==> config.mk <==
export PLATFORM = sky130hd
export DESIGN_NAME = priority_task_table
export DESIGN_NICKNAME = d
export VERILOG_FILES = /design/src/rtl/core/ptt_pkg.sv /design/src/rtl/core/ptt_ctrl.sv /design/src/rtl/core/ptt_dp.sv /design/src/rtl/core/priority_task_table.sv
export SDC_FILE = /design/constraint.sdc
export NUM_CORES = 2
export LEC_CHECK = 0
export ABC_AREA = 0
export BUFFER_PORTS_ARGS = -buffer_cell sky130_fd_sc_hd__buf_4
export CORE_MARGIN = 5
export CORE_UTILIZATION = 46
export DETAILED_ROUTE_END_ITERATION = 6
export GPL_TIMING_DRIVEN = 0
export PLACE_DENSITY_LB_ADDON = 0.1
export SYNTH_ARGS = -nofsm -noshare
export SYNTH_HDL_FRONTEND = slang
export SYNTH_SLANG_ARGS = --single-unit
==> constraint.sdc <==
create_clock -name clk -period 7.6 [get_ports clk]
set_input_delay 1.14 -clock clk [delete_from_list [all_inputs] [get_ports clk]]
set_output_delay 1.14 -clock clk [all_outputs]
set_load 0.01 [all_outputs]
==> src/rtl/core/ptt_pkg.sv <==
package ptt_pkg;

	// Default sizes of the table and its fields.
	localparam int TABLE_SLOTS_DEF = 64;
	localparam int ID_BITS_DEF     = 16;
	localparam int PRIO_BITS_DEF   = 32;

	// Action carried with each request.
	typedef enum logic [1:0] {
		ACT_ADD    = 2'd0,
		ACT_EDIT   = 2'd1,
		ACT_REMOVE = 2'd2,
		ACT_POP    = 2'd3
	} action_t;

	// Status returned with each result.
	typedef enum logic [1:0] {
		ST_OK        = 2'd0,
		ST_NOT_FOUND = 2'd1,
		ST_EMPTY     = 2'd2,
		ST_FULL      = 2'd3
	} status_t;

	// Controller states.
	typedef enum logic [1:0] {
		S_IDLE,
		S_SCAN,
		S_DRAIN,
		S_COMMIT
	} state_t;

	// Commands from the controller to the datapath.
	typedef struct packed {
		logic start;   // capture the request and clear the scan trackers
		logic read;    // read the slot at the scan address and step it
		logic commit;  // write back and load the result register
	} cmd_t;

	// Status from the datapath to the controller.
	typedef struct packed {
		logic addr_last; // scan address is on the last slot
		logic out_free;  // result register can take a new result
	} sts_t;

endpackage

==> src/rtl/core/ptt_ctrl.sv <==
module ptt_ctrl (
	input  logic          clk,
	input  logic          arst_n,
	input  logic          s_tvalid,
	output logic          s_tready,
	input  ptt_pkg::sts_t sts,
	output ptt_pkg::cmd_t cmd
);

	ptt_pkg::state_t state_q, state_d;

	always_ff @(posedge clk or negedge arst_n) begin
		if (!arst_n) begin
			state_q <= ptt_pkg::S_IDLE;
		end else begin
			state_q <= state_d;
		end
	end

	always_comb begin
		state_d    = state_q;
		cmd        = '0;
		s_tready   = 1'b0;
		unique case (state_q)
			ptt_pkg::S_IDLE: begin
				s_tready = 1'b1;
				if (s_tvalid) begin
					cmd.start = 1'b1;
					state_d   = ptt_pkg::S_SCAN;
				end
			end
			ptt_pkg::S_SCAN: begin
				cmd.read = 1'b1;
				if (sts.addr_last) begin
					state_d = ptt_pkg::S_DRAIN;
				end
			end
			ptt_pkg::S_DRAIN: begin
				// The last slot read is compared in this cycle.
				state_d = ptt_pkg::S_COMMIT;
			end
			ptt_pkg::S_COMMIT: begin
				if (sts.out_free) begin
					cmd.commit = 1'b1;
					state_d    = ptt_pkg::S_IDLE;
				end
			end
			default: begin
				state_d = ptt_pkg::S_IDLE;
			end
		endcase
	end

endmodule

==> src/rtl/core/ptt_dp.sv <==
module ptt_dp #(
	parameter int TABLE_SLOTS = ptt_pkg::TABLE_SLOTS_DEF,
	parameter int ID_BITS     = ptt_pkg::ID_BITS_DEF,
	parameter int PRIO_BITS   = ptt_pkg::PRIO_BITS_DEF
) (
	input  logic                   clk,
	input  logic                   arst_n,
	input  ptt_pkg::cmd_t          cmd,
	output ptt_pkg::sts_t          sts,
	input  ptt_pkg::action_t       in_action,
	input  logic [ID_BITS-1:0]     in_owner,
	input  logic [ID_BITS-1:0]     in_key,
	input  logic [PRIO_BITS-1:0]   in_prio,
	output logic                   out_valid,
	input  logic                   out_ready,
	output logic [ID_BITS-1:0]     out_owner,
	output ptt_pkg::status_t       out_status
);

	localparam int AW = (TABLE_SLOTS > 1) ? $clog2(TABLE_SLOTS) : 1;
	localparam int W  = 2 * ID_BITS + PRIO_BITS;

	// Slot word: task id in the low bits, then owner, then priority.
	logic [W-1:0]           mem_q [TABLE_SLOTS];
	logic [TABLE_SLOTS-1:0] valid_q;

	ptt_pkg::action_t       act_q;
	logic [ID_BITS-1:0]     owner_q;
	logic [ID_BITS-1:0]     key_q;
	logic [PRIO_BITS-1:0]   prio_q;

	logic [AW-1:0]          addr_q;
	logic [W-1:0]           rd_word_s1;
	logic                   rd_valid_s1;
	logic                   cmp_s1;
	logic [AW-1:0]          rd_idx_s1;

	logic [ID_BITS-1:0]     rd_task;
	logic [ID_BITS-1:0]     rd_owner;
	logic [PRIO_BITS-1:0]   rd_prio;

	logic                   match_hit_q;
	logic [AW-1:0]          match_slot_q;
	logic [W-1:0]           match_word_q;
	logic                   free_hit_q;
	logic [AW-1:0]          free_slot_q;
	logic                   best_hit_q;
	logic [AW-1:0]          best_slot_q;
	logic [PRIO_BITS-1:0]   best_prio_q;
	logic [ID_BITS-1:0]     best_task_q;
	logic [ID_BITS-1:0]     best_owner_q;
	logic                   better;

	logic                   we;
	logic [AW-1:0]          wa;
	logic [W-1:0]           wd;
	logic                   set_v;
	logic                   clr_v;
	logic [AW-1:0]          vslot;
	ptt_pkg::status_t       res_status;
	logic [ID_BITS-1:0]     res_owner;

	logic                   out_valid_q;
	logic [ID_BITS-1:0]     out_owner_q;
	ptt_pkg::status_t       out_status_q;

	assign sts.addr_last = (addr_q == AW'(TABLE_SLOTS - 1));
	assign sts.out_free  = !out_valid_q || out_ready;

	assign rd_task  = rd_word_s1[ID_BITS-1:0];
	assign rd_owner = rd_word_s1[2*ID_BITS-1:ID_BITS];
	assign rd_prio  = rd_word_s1[W-1:2*ID_BITS];

	// Slot store: one write port for the commit, one read port for the scan.
	always_ff @(posedge clk) begin
		if (we) begin
			mem_q[wa] <= wd;
		end
		rd_word_s1 <= mem_q[addr_q];
	end

	// Request capture, scan address and read stage.
	always_ff @(posedge clk or negedge arst_n) begin
		if (!arst_n) begin
			addr_q      <= '0;
			cmp_s1      <= 1'b0;
			rd_valid_s1 <= 1'b0;
			rd_idx_s1   <= '0;
		end else begin
			cmp_s1 <= cmd.read;
			if (cmd.start) begin
				addr_q <= '0;
			end else if (cmd.read) begin
				rd_valid_s1 <= valid_q[addr_q];
				rd_idx_s1   <= addr_q;
				addr_q      <= addr_q + AW'(1);
			end
		end
	end

	always_ff @(posedge clk) begin
		if (cmd.start) begin
			act_q   <= in_action;
			owner_q <= in_owner;
			key_q   <= in_key;
			prio_q  <= in_prio;
		end
	end

	// Ties on priority go to the smaller task id.
	assign better = !best_hit_q || (rd_prio > best_prio_q) ||
	                ((rd_prio == best_prio_q) && (rd_task < best_task_q));

	// Scan trackers: id match, lowest free slot and best candidate.
	always_ff @(posedge clk or negedge arst_n) begin
		if (!arst_n) begin
			match_hit_q <= 1'b0;
			free_hit_q  <= 1'b0;
			best_hit_q  <= 1'b0;
		end else if (cmd.start) begin
			match_hit_q <= 1'b0;
			free_hit_q  <= 1'b0;
			best_hit_q  <= 1'b0;
		end else if (cmp_s1) begin
			if (rd_valid_s1) begin
				if (rd_task == key_q) begin
					match_hit_q <= 1'b1;
				end
				if (better) begin
					best_hit_q <= 1'b1;
				end
			end else begin
				free_hit_q <= 1'b1;
			end
		end
	end

	always_ff @(posedge clk) begin
		if (cmp_s1) begin
			if (rd_valid_s1) begin
				if (rd_task == key_q) begin
					match_slot_q <= rd_idx_s1;
					match_word_q <= rd_word_s1;
				end
				if (better) begin
					best_slot_q  <= rd_idx_s1;
					best_prio_q  <= rd_prio;
					best_task_q  <= rd_task;
					best_owner_q <= rd_owner;
				end
			end else if (!free_hit_q) begin
				free_slot_q <= rd_idx_s1;
			end
		end
	end

	// Outcome of the action once the scan has finished.
	always_comb begin
		we         = 1'b0;
		wa         = match_slot_q;
		wd         = {prio_q, owner_q, key_q};
		set_v      = 1'b0;
		clr_v      = 1'b0;
		vslot      = match_slot_q;
		res_status = ptt_pkg::ST_OK;
		res_owner  = '0;
		unique case (act_q)
			ptt_pkg::ACT_ADD: begin
				if (match_hit_q) begin
					we = 1'b1;
				end else if (free_hit_q) begin
					we    = 1'b1;
					wa    = free_slot_q;
					set_v = 1'b1;
					vslot = free_slot_q;
				end else begin
					res_status = ptt_pkg::ST_FULL;
				end
			end
			ptt_pkg::ACT_EDIT: begin
				wd = {prio_q, match_word_q[2*ID_BITS-1:0]};
				if (match_hit_q) begin
					we = 1'b1;
				end else begin
					res_status = ptt_pkg::ST_NOT_FOUND;
				end
			end
			ptt_pkg::ACT_REMOVE: begin
				if (match_hit_q) begin
					clr_v = 1'b1;
				end else begin
					res_status = ptt_pkg::ST_NOT_FOUND;
				end
			end
			ptt_pkg::ACT_POP: begin
				vslot = best_slot_q;
				if (best_hit_q) begin
					clr_v     = 1'b1;
					res_owner = best_owner_q;
				end else begin
					res_status = ptt_pkg::ST_EMPTY;
				end
			end
			default: begin
				res_status = ptt_pkg::ST_OK;
			end
		endcase
		we    = we && cmd.commit;
		set_v = set_v && cmd.commit;
		clr_v = clr_v && cmd.commit;
	end

	always_ff @(posedge clk or negedge arst_n) begin
		if (!arst_n) begin
			valid_q <= '0;
		end else if (set_v) begin
			valid_q[vslot] <= 1'b1;
		end else if (clr_v) begin
			valid_q[vslot] <= 1'b0;
		end
	end

	// Result register.
	always_ff @(posedge clk or negedge arst_n) begin
		if (!arst_n) begin
			out_valid_q <= 1'b0;
		end else if (cmd.commit) begin
			out_valid_q <= 1'b1;
		end else if (out_ready) begin
			out_valid_q <= 1'b0;
		end
	end

	always_ff @(posedge clk) begin
		if (cmd.commit) begin
			out_owner_q  <= res_owner;
			out_status_q <= res_status;
		end
	end

	assign out_valid  = out_valid_q;
	assign out_owner  = out_owner_q;
	assign out_status = out_status_q;

endmodule

==> src/rtl/core/priority_task_table.sv <==
// A request is taken in the idle state, the table is scanned one slot per
// cycle through the single read port of the slot store, then a drain state
// finishes the last comparison and the result is registered at the commit.
// No new request is taken until the commit of the last one, and the commit
// waits while the result side stalls.
// Reset: arst_n clears all valid bits, the controller and the valid flag of the result register at once.
module priority_task_table #(
	parameter int TABLE_SLOTS = ptt_pkg::TABLE_SLOTS_DEF,
	parameter int ID_BITS     = ptt_pkg::ID_BITS_DEF,
	parameter int PRIO_BITS   = ptt_pkg::PRIO_BITS_DEF,
	localparam int IN_W  = ((2 * ID_BITS + PRIO_BITS + 7) / 8) * 8,
	localparam int OUT_W = ((ID_BITS + 7) / 8) * 8
) (
	input  logic             clk,
	input  logic             arst_n,
	// Request channel.
	input  logic             s_tvalid,
	output logic             s_tready,
	input  logic [IN_W-1:0]  s_tdata,  // owner_id, task_key, new_priority, zero padding
	input  logic [1:0]       s_tuser,  // action
	// Result channel.
	output logic             m_tvalid,
	input  logic             m_tready,
	output logic [OUT_W-1:0] m_tdata,  // popped_owner, zero padding
	output logic [1:0]       m_tuser   // status
);

	// The controller sequences each request through capture, a full scan of the
	// table, a drain state for the last comparison and a commit. The commit
	// waits until the result register is free, so a result that has not been
	// taken lets the following request be captured and scanned but holds its commit.
	ptt_pkg::cmd_t      cmd;
	ptt_pkg::sts_t      sts;
	logic [ID_BITS-1:0] out_owner;
	ptt_pkg::status_t   out_status;

	ptt_ctrl u_ctrl (
		.clk      (clk),
		.arst_n   (arst_n),
		.s_tvalid (s_tvalid),
		.s_tready (s_tready),
		.sts      (sts),
		.cmd      (cmd)
	);

	// The datapath holds the slot store, the valid bits, the scan trackers that
	// find the matching id, the lowest free slot and the best candidate for a
	// pop, and the result register.
	ptt_dp #(
		.TABLE_SLOTS (TABLE_SLOTS),
		.ID_BITS     (ID_BITS),
		.PRIO_BITS   (PRIO_BITS)
	) u_dp (
		.clk        (clk),
		.arst_n     (arst_n),
		.cmd        (cmd),
		.sts        (sts),
		.in_action  (ptt_pkg::action_t'(s_tuser)),
		.in_owner   (s_tdata[ID_BITS-1:0]),
		.in_key     (s_tdata[2*ID_BITS-1:ID_BITS]),
		.in_prio    (s_tdata[2*ID_BITS+PRIO_BITS-1:2*ID_BITS]),
		.out_valid  (m_tvalid),
		.out_ready  (m_tready),
		.out_owner  (out_owner),
		.out_status (out_status)
	);

	// The popped owner sits in the low bits with zero padding above it.
	assign m_tdata = OUT_W'(out_owner);
	assign m_tuser = out_status;

endmodule

==> impl_results.md <==
- Share of synthesized flip-flops with an asynchronous set or reset: 1.89%
- Syn Nets: 7083
- Per-cell routed wire length: 35.8 um
- Simple-Gate Fraction of Synth Area: 1.05%
- Master cell of the clock root buffer: sky130_fd_sc_hd__clkbuf_16
- Remaining number of nets flagged by the antenna check after routing: 0
- Critical path buffer and inverter count: 4
- Final setup viols: 0
- Highest metal layer with signal wires: met5
- Final hold violation count: 0
- Buffers inserted during post-CTS setup optimization: 0
- TritonCTS clock tree: yes
- Class of the tightest hold or removal check: input pin to flip-flop
- Wire length reported by the detailed router: 466000 um
- Critical path startpoint category: flip-flop
- Level count of the clock H-tree: 5
- Worst Path Required: 8240 ps
- Static leakage: 61.5 nW
- Met3 wire length: 33000 um
- Number of clock sinks: 4442
- Post-Route Hold Slack: 302 ps
- Clock period minus final worst setup slack: 5270 ps
- Critical path peak fanout: 20
- Layout overhead on the synthesized area: 16.6%
- Synth unique cells: 76
- Setup WS post-layout: 2330 ps
- Final-stage net count: 7918
- Area enclosed by the die boundary: 0.379 mm2
- Register area: 0.132 mm2
- Post-Synth Adder-Cell Area: 0.415%
- Unrepaired setup endpoints after global routing: no
- Dominant cell type by area after synthesis: sky130_fd_sc_hd__edfxtp_1
- Synth Warn #: 0
- Iteration-0 DRC Markers: 10100
- Final worst clock skew: 104 ps
- Wire length the detailed router placed on met1: 192000 um
- Post-synthesis cell count: 6957
- Half-perimeter wire length of the detailed placement result: 321000 um
- Cts-stage hold buffer count: 0
- Leading cell types in the layout, fill and taps excluded: sky130_fd_sc_hd__edfxtp_1, sky130_fd_sc_hd__mux4_2, sky130_fd_sc_hd__clkbuf_16
- Clock Path Buffers: 4
- Share of post-route cells with drive strength above 1: 32.2%
- Dominant cells by area after synthesis: sky130_fd_sc_hd__edfxtp_1, sky130_fd_sc_hd__mux4_2, sky130_fd_sc_hd__dfrtp_1, sky130_fd_sc_hd__dfxtp_1, sky130_fd_sc_hd__mux2_2
- Mux contribution to synthesized area: 17.9%
- Residual DRC count: 0
- Number of antenna violations at the first check in global routing: 32
- Gp weighted congestion: 0.798
- Number of rows in the core area: 222
- Remaining global-route overflow: 0
- Largest net degree at the start of global routing: 85
- Largest voltage drop on the vdd net: 0.000221 V
- Number of instances on the worst hold path: 1
- Number of storage elements in the synthesis netlist: 4442
- Floorplan die height: 616 um
- Met2 wire len: 224000 um
- Commonest non-fill, non-tap cell in the layout: sky130_fd_sc_hd__edfxtp_1
- Routed vias: 79500
- Internal reg-to-reg setup slack: 2330 ps
- Max stage delay on crit path: 950 ps
- Source of the worst register-to-register timing path: u_dp.act_q[1]
- Cell with the biggest individual delay on the critical path: sky130_fd_sc_hd__nand4_1
- Wire length of the first global-routing pass: 650000 um
- Commonest register cell after synthesis: sky130_fd_sc_hd__edfxtp_1
- Number of inserted filler cells in the final layout: 27600
- Multi-input combinational cell area: 0.0353 mm2
- Kind of cell with the highest combined delay on the critical path: simple AND/OR/NAND/NOR gates
- First-pass iteration count of the detailed router: 6
- Post-Synthesis Cell Area: 0.169 mm2
- Launch point of the worst hold path: s_tdata[7]
- Dominant combinational cell family by area after synthesis: multiplexers
- Core region area: 0.366 mm2
- Post-route fraction of the period consumed by the critical path: 69.3%
- Post-cts gate resize count: 0
- Via density per instance: 6.11
- Type of the worst setup path: flip-flop to flip-flop
- Initial Util: 46.2%
- Post-synth EDFFs: 4294
- Pins over their slew limit: 0
- Number of buffers created by CTS: 463
- Overall power after layout: 68.0 mW
- Worst flop-to-flop path endpoint: u_dp.mem_q[32][34]
- Number of top-level design ports: 90
- Sequential-to-total area share from yosys stat: 78.4%
- Clock latency on the worst-skew pair: 1010 ps
- GR Util All Layers: 24.5%
- Worst-margin pin slew: 1390 ps
- Max cap viols: 0
- Terminating pin of the worst hold path: u_dp.owner_q[7]
- Floorplan die width: 616 um
- Peak clock frequency supported by timing: 190 MHz
- Outcome: finished clean
- Clock-pin transition on the worst setup and hold timing paths: 60 ps
- Worst-path cell chain: inv_1 -> ha_1 -> clkbuf_1 -> o21ai_0 -> a21oi_1 -> nand4_1 -> nor2_4 -> buf_16 -> buf_12
- Post-Synthesis Mean Instance Area: 24.3 um2
- Count of cells along the worst register-to-register path: 9
- Fraction of synthesized cell area in xor and xnor cells: 0.109%
- Port bufs: 89
- Worst slew slack as a fraction of its limit: 7.16%
- Total Neg Setup Slack: 0 ps
- Post-Place Setup Slack: 2420 ps
- Post-synth top area share: 76.4%
- PwrDens: 345 mW/mm2
- Type of destination of the critical path: flip-flop
- Data arrival at the endpoint of the critical path: 5910 ps
- Via count of the first global-routing pass: 81700
- Synth Area in Compound Gates: 1.13%
where the power goes:
| group | internal [mW] | switching, mW | total (mW) |
|---|---|---|---|
| Sequential | 28.4 | 0.472 | 28.9 |
| Combinational | 7.31 | 9.71 | 17.0 |
| Clock | 12.7 | 9.39 | 22.0 |
cell type report:
class | count | area share (%)
flip-flops and latches | 4442 | 67.2
multi-input cells | 2109 | 18.0
clock buffers | 592 | 6.29
repair buffers | 370 | 3.40
well taps | 4816 | 3.06
clock inverters | 262 | 1.18
plain buffers | 346 | 0.766
inverters | 60 | 0.114
diodes | 17 | 0.0216
registers in the layout, summed over array words and instances, names as in the netlist, 16 cells and up, named ones only:
name,cells
u_dp.prio_q,32
u_dp.best_task_q,16
u_dp.key_q,16
u_dp.mem_q,4096
u_dp.best_prio_q,32
u_dp.out_owner,16
u_dp.best_owner_q,16
u_dp.owner_q,16
u_dp.match_word_q,32
u_dp.rd_word_s1,64
cells in the mapped netlist (all sizes together), types with 4 or more instances:
library cell  instances
and2                 10
or2                   6
xor2                 19
a2111oi               5
dfrtp                84
ha                   56
inv                  60
buf                 161
dfxtp                64
nand2               144
nor3b                 4
and3                 18
mux2i                 6
nand3b                5
a21o                  8
nor2b                18
a21boi                4
nand3                17
edfxtp             4294
a22oi               128
o21ai                34
nor4                  6
o31ai                 4
mux2                 96
nand4                13
nand2b               11
nor3                 10
o41ai                 9
a211oi                8
mux4               1293
a21oi                34
nor2                101
clkbuf              185
how the worst max path moves through the flow:
| stage | from | end | cells after the start |
|---|---|---|---|
| 2_1_floorplan | m_tready | u_dp.mem_q[32][0] | 6 |
| 3_3_place_gp | m_tready | u_dp.mem_q[55][33] | 7 |
| 3_5_place_dp | m_tready | u_dp.mem_q[32][35] | 9 |
| 4_1_cts | u_dp.best_prio_q[1] | u_dp.best_prio_q[2] | 11 |
| 5_1_grt | u_dp.act_q[1] | u_dp.mem_q[32][34] | 9 |
| 6_report | u_dp.act_q[1] | u_dp.mem_q[32][34] | 9 |
layer usage:
layer / vias up / global-route usage [%]
met5: - / 0
met4: 10 / 7.84
met3: 772 / 4.11
met2: 3182 / 39.0
met1: 43800 / 35.0
li1: 31700 / -
kinds of logic after synthesis:
logic type / count (synthesis)
flip-flops: 4442
multiplexers: 1395
buffers and inverters: 406
AND/OR/NAND/NOR: 376
AO/OA/AOI/OAI: 261
adder cells (fa/ha/maj): 56
XOR/XNOR: 21
stage by stage:
step                instances  util [%]  area (um2)
floorplan                6957         -      169000
global placement        11900      48.0      176000
detailed placement      12100      49.8      182000
CTS                     13000      53.8      197000
global route            13000      53.8      197000
finish                  13000      53.9      197000
Note: power is estimated with default switching activity, not from simulation.
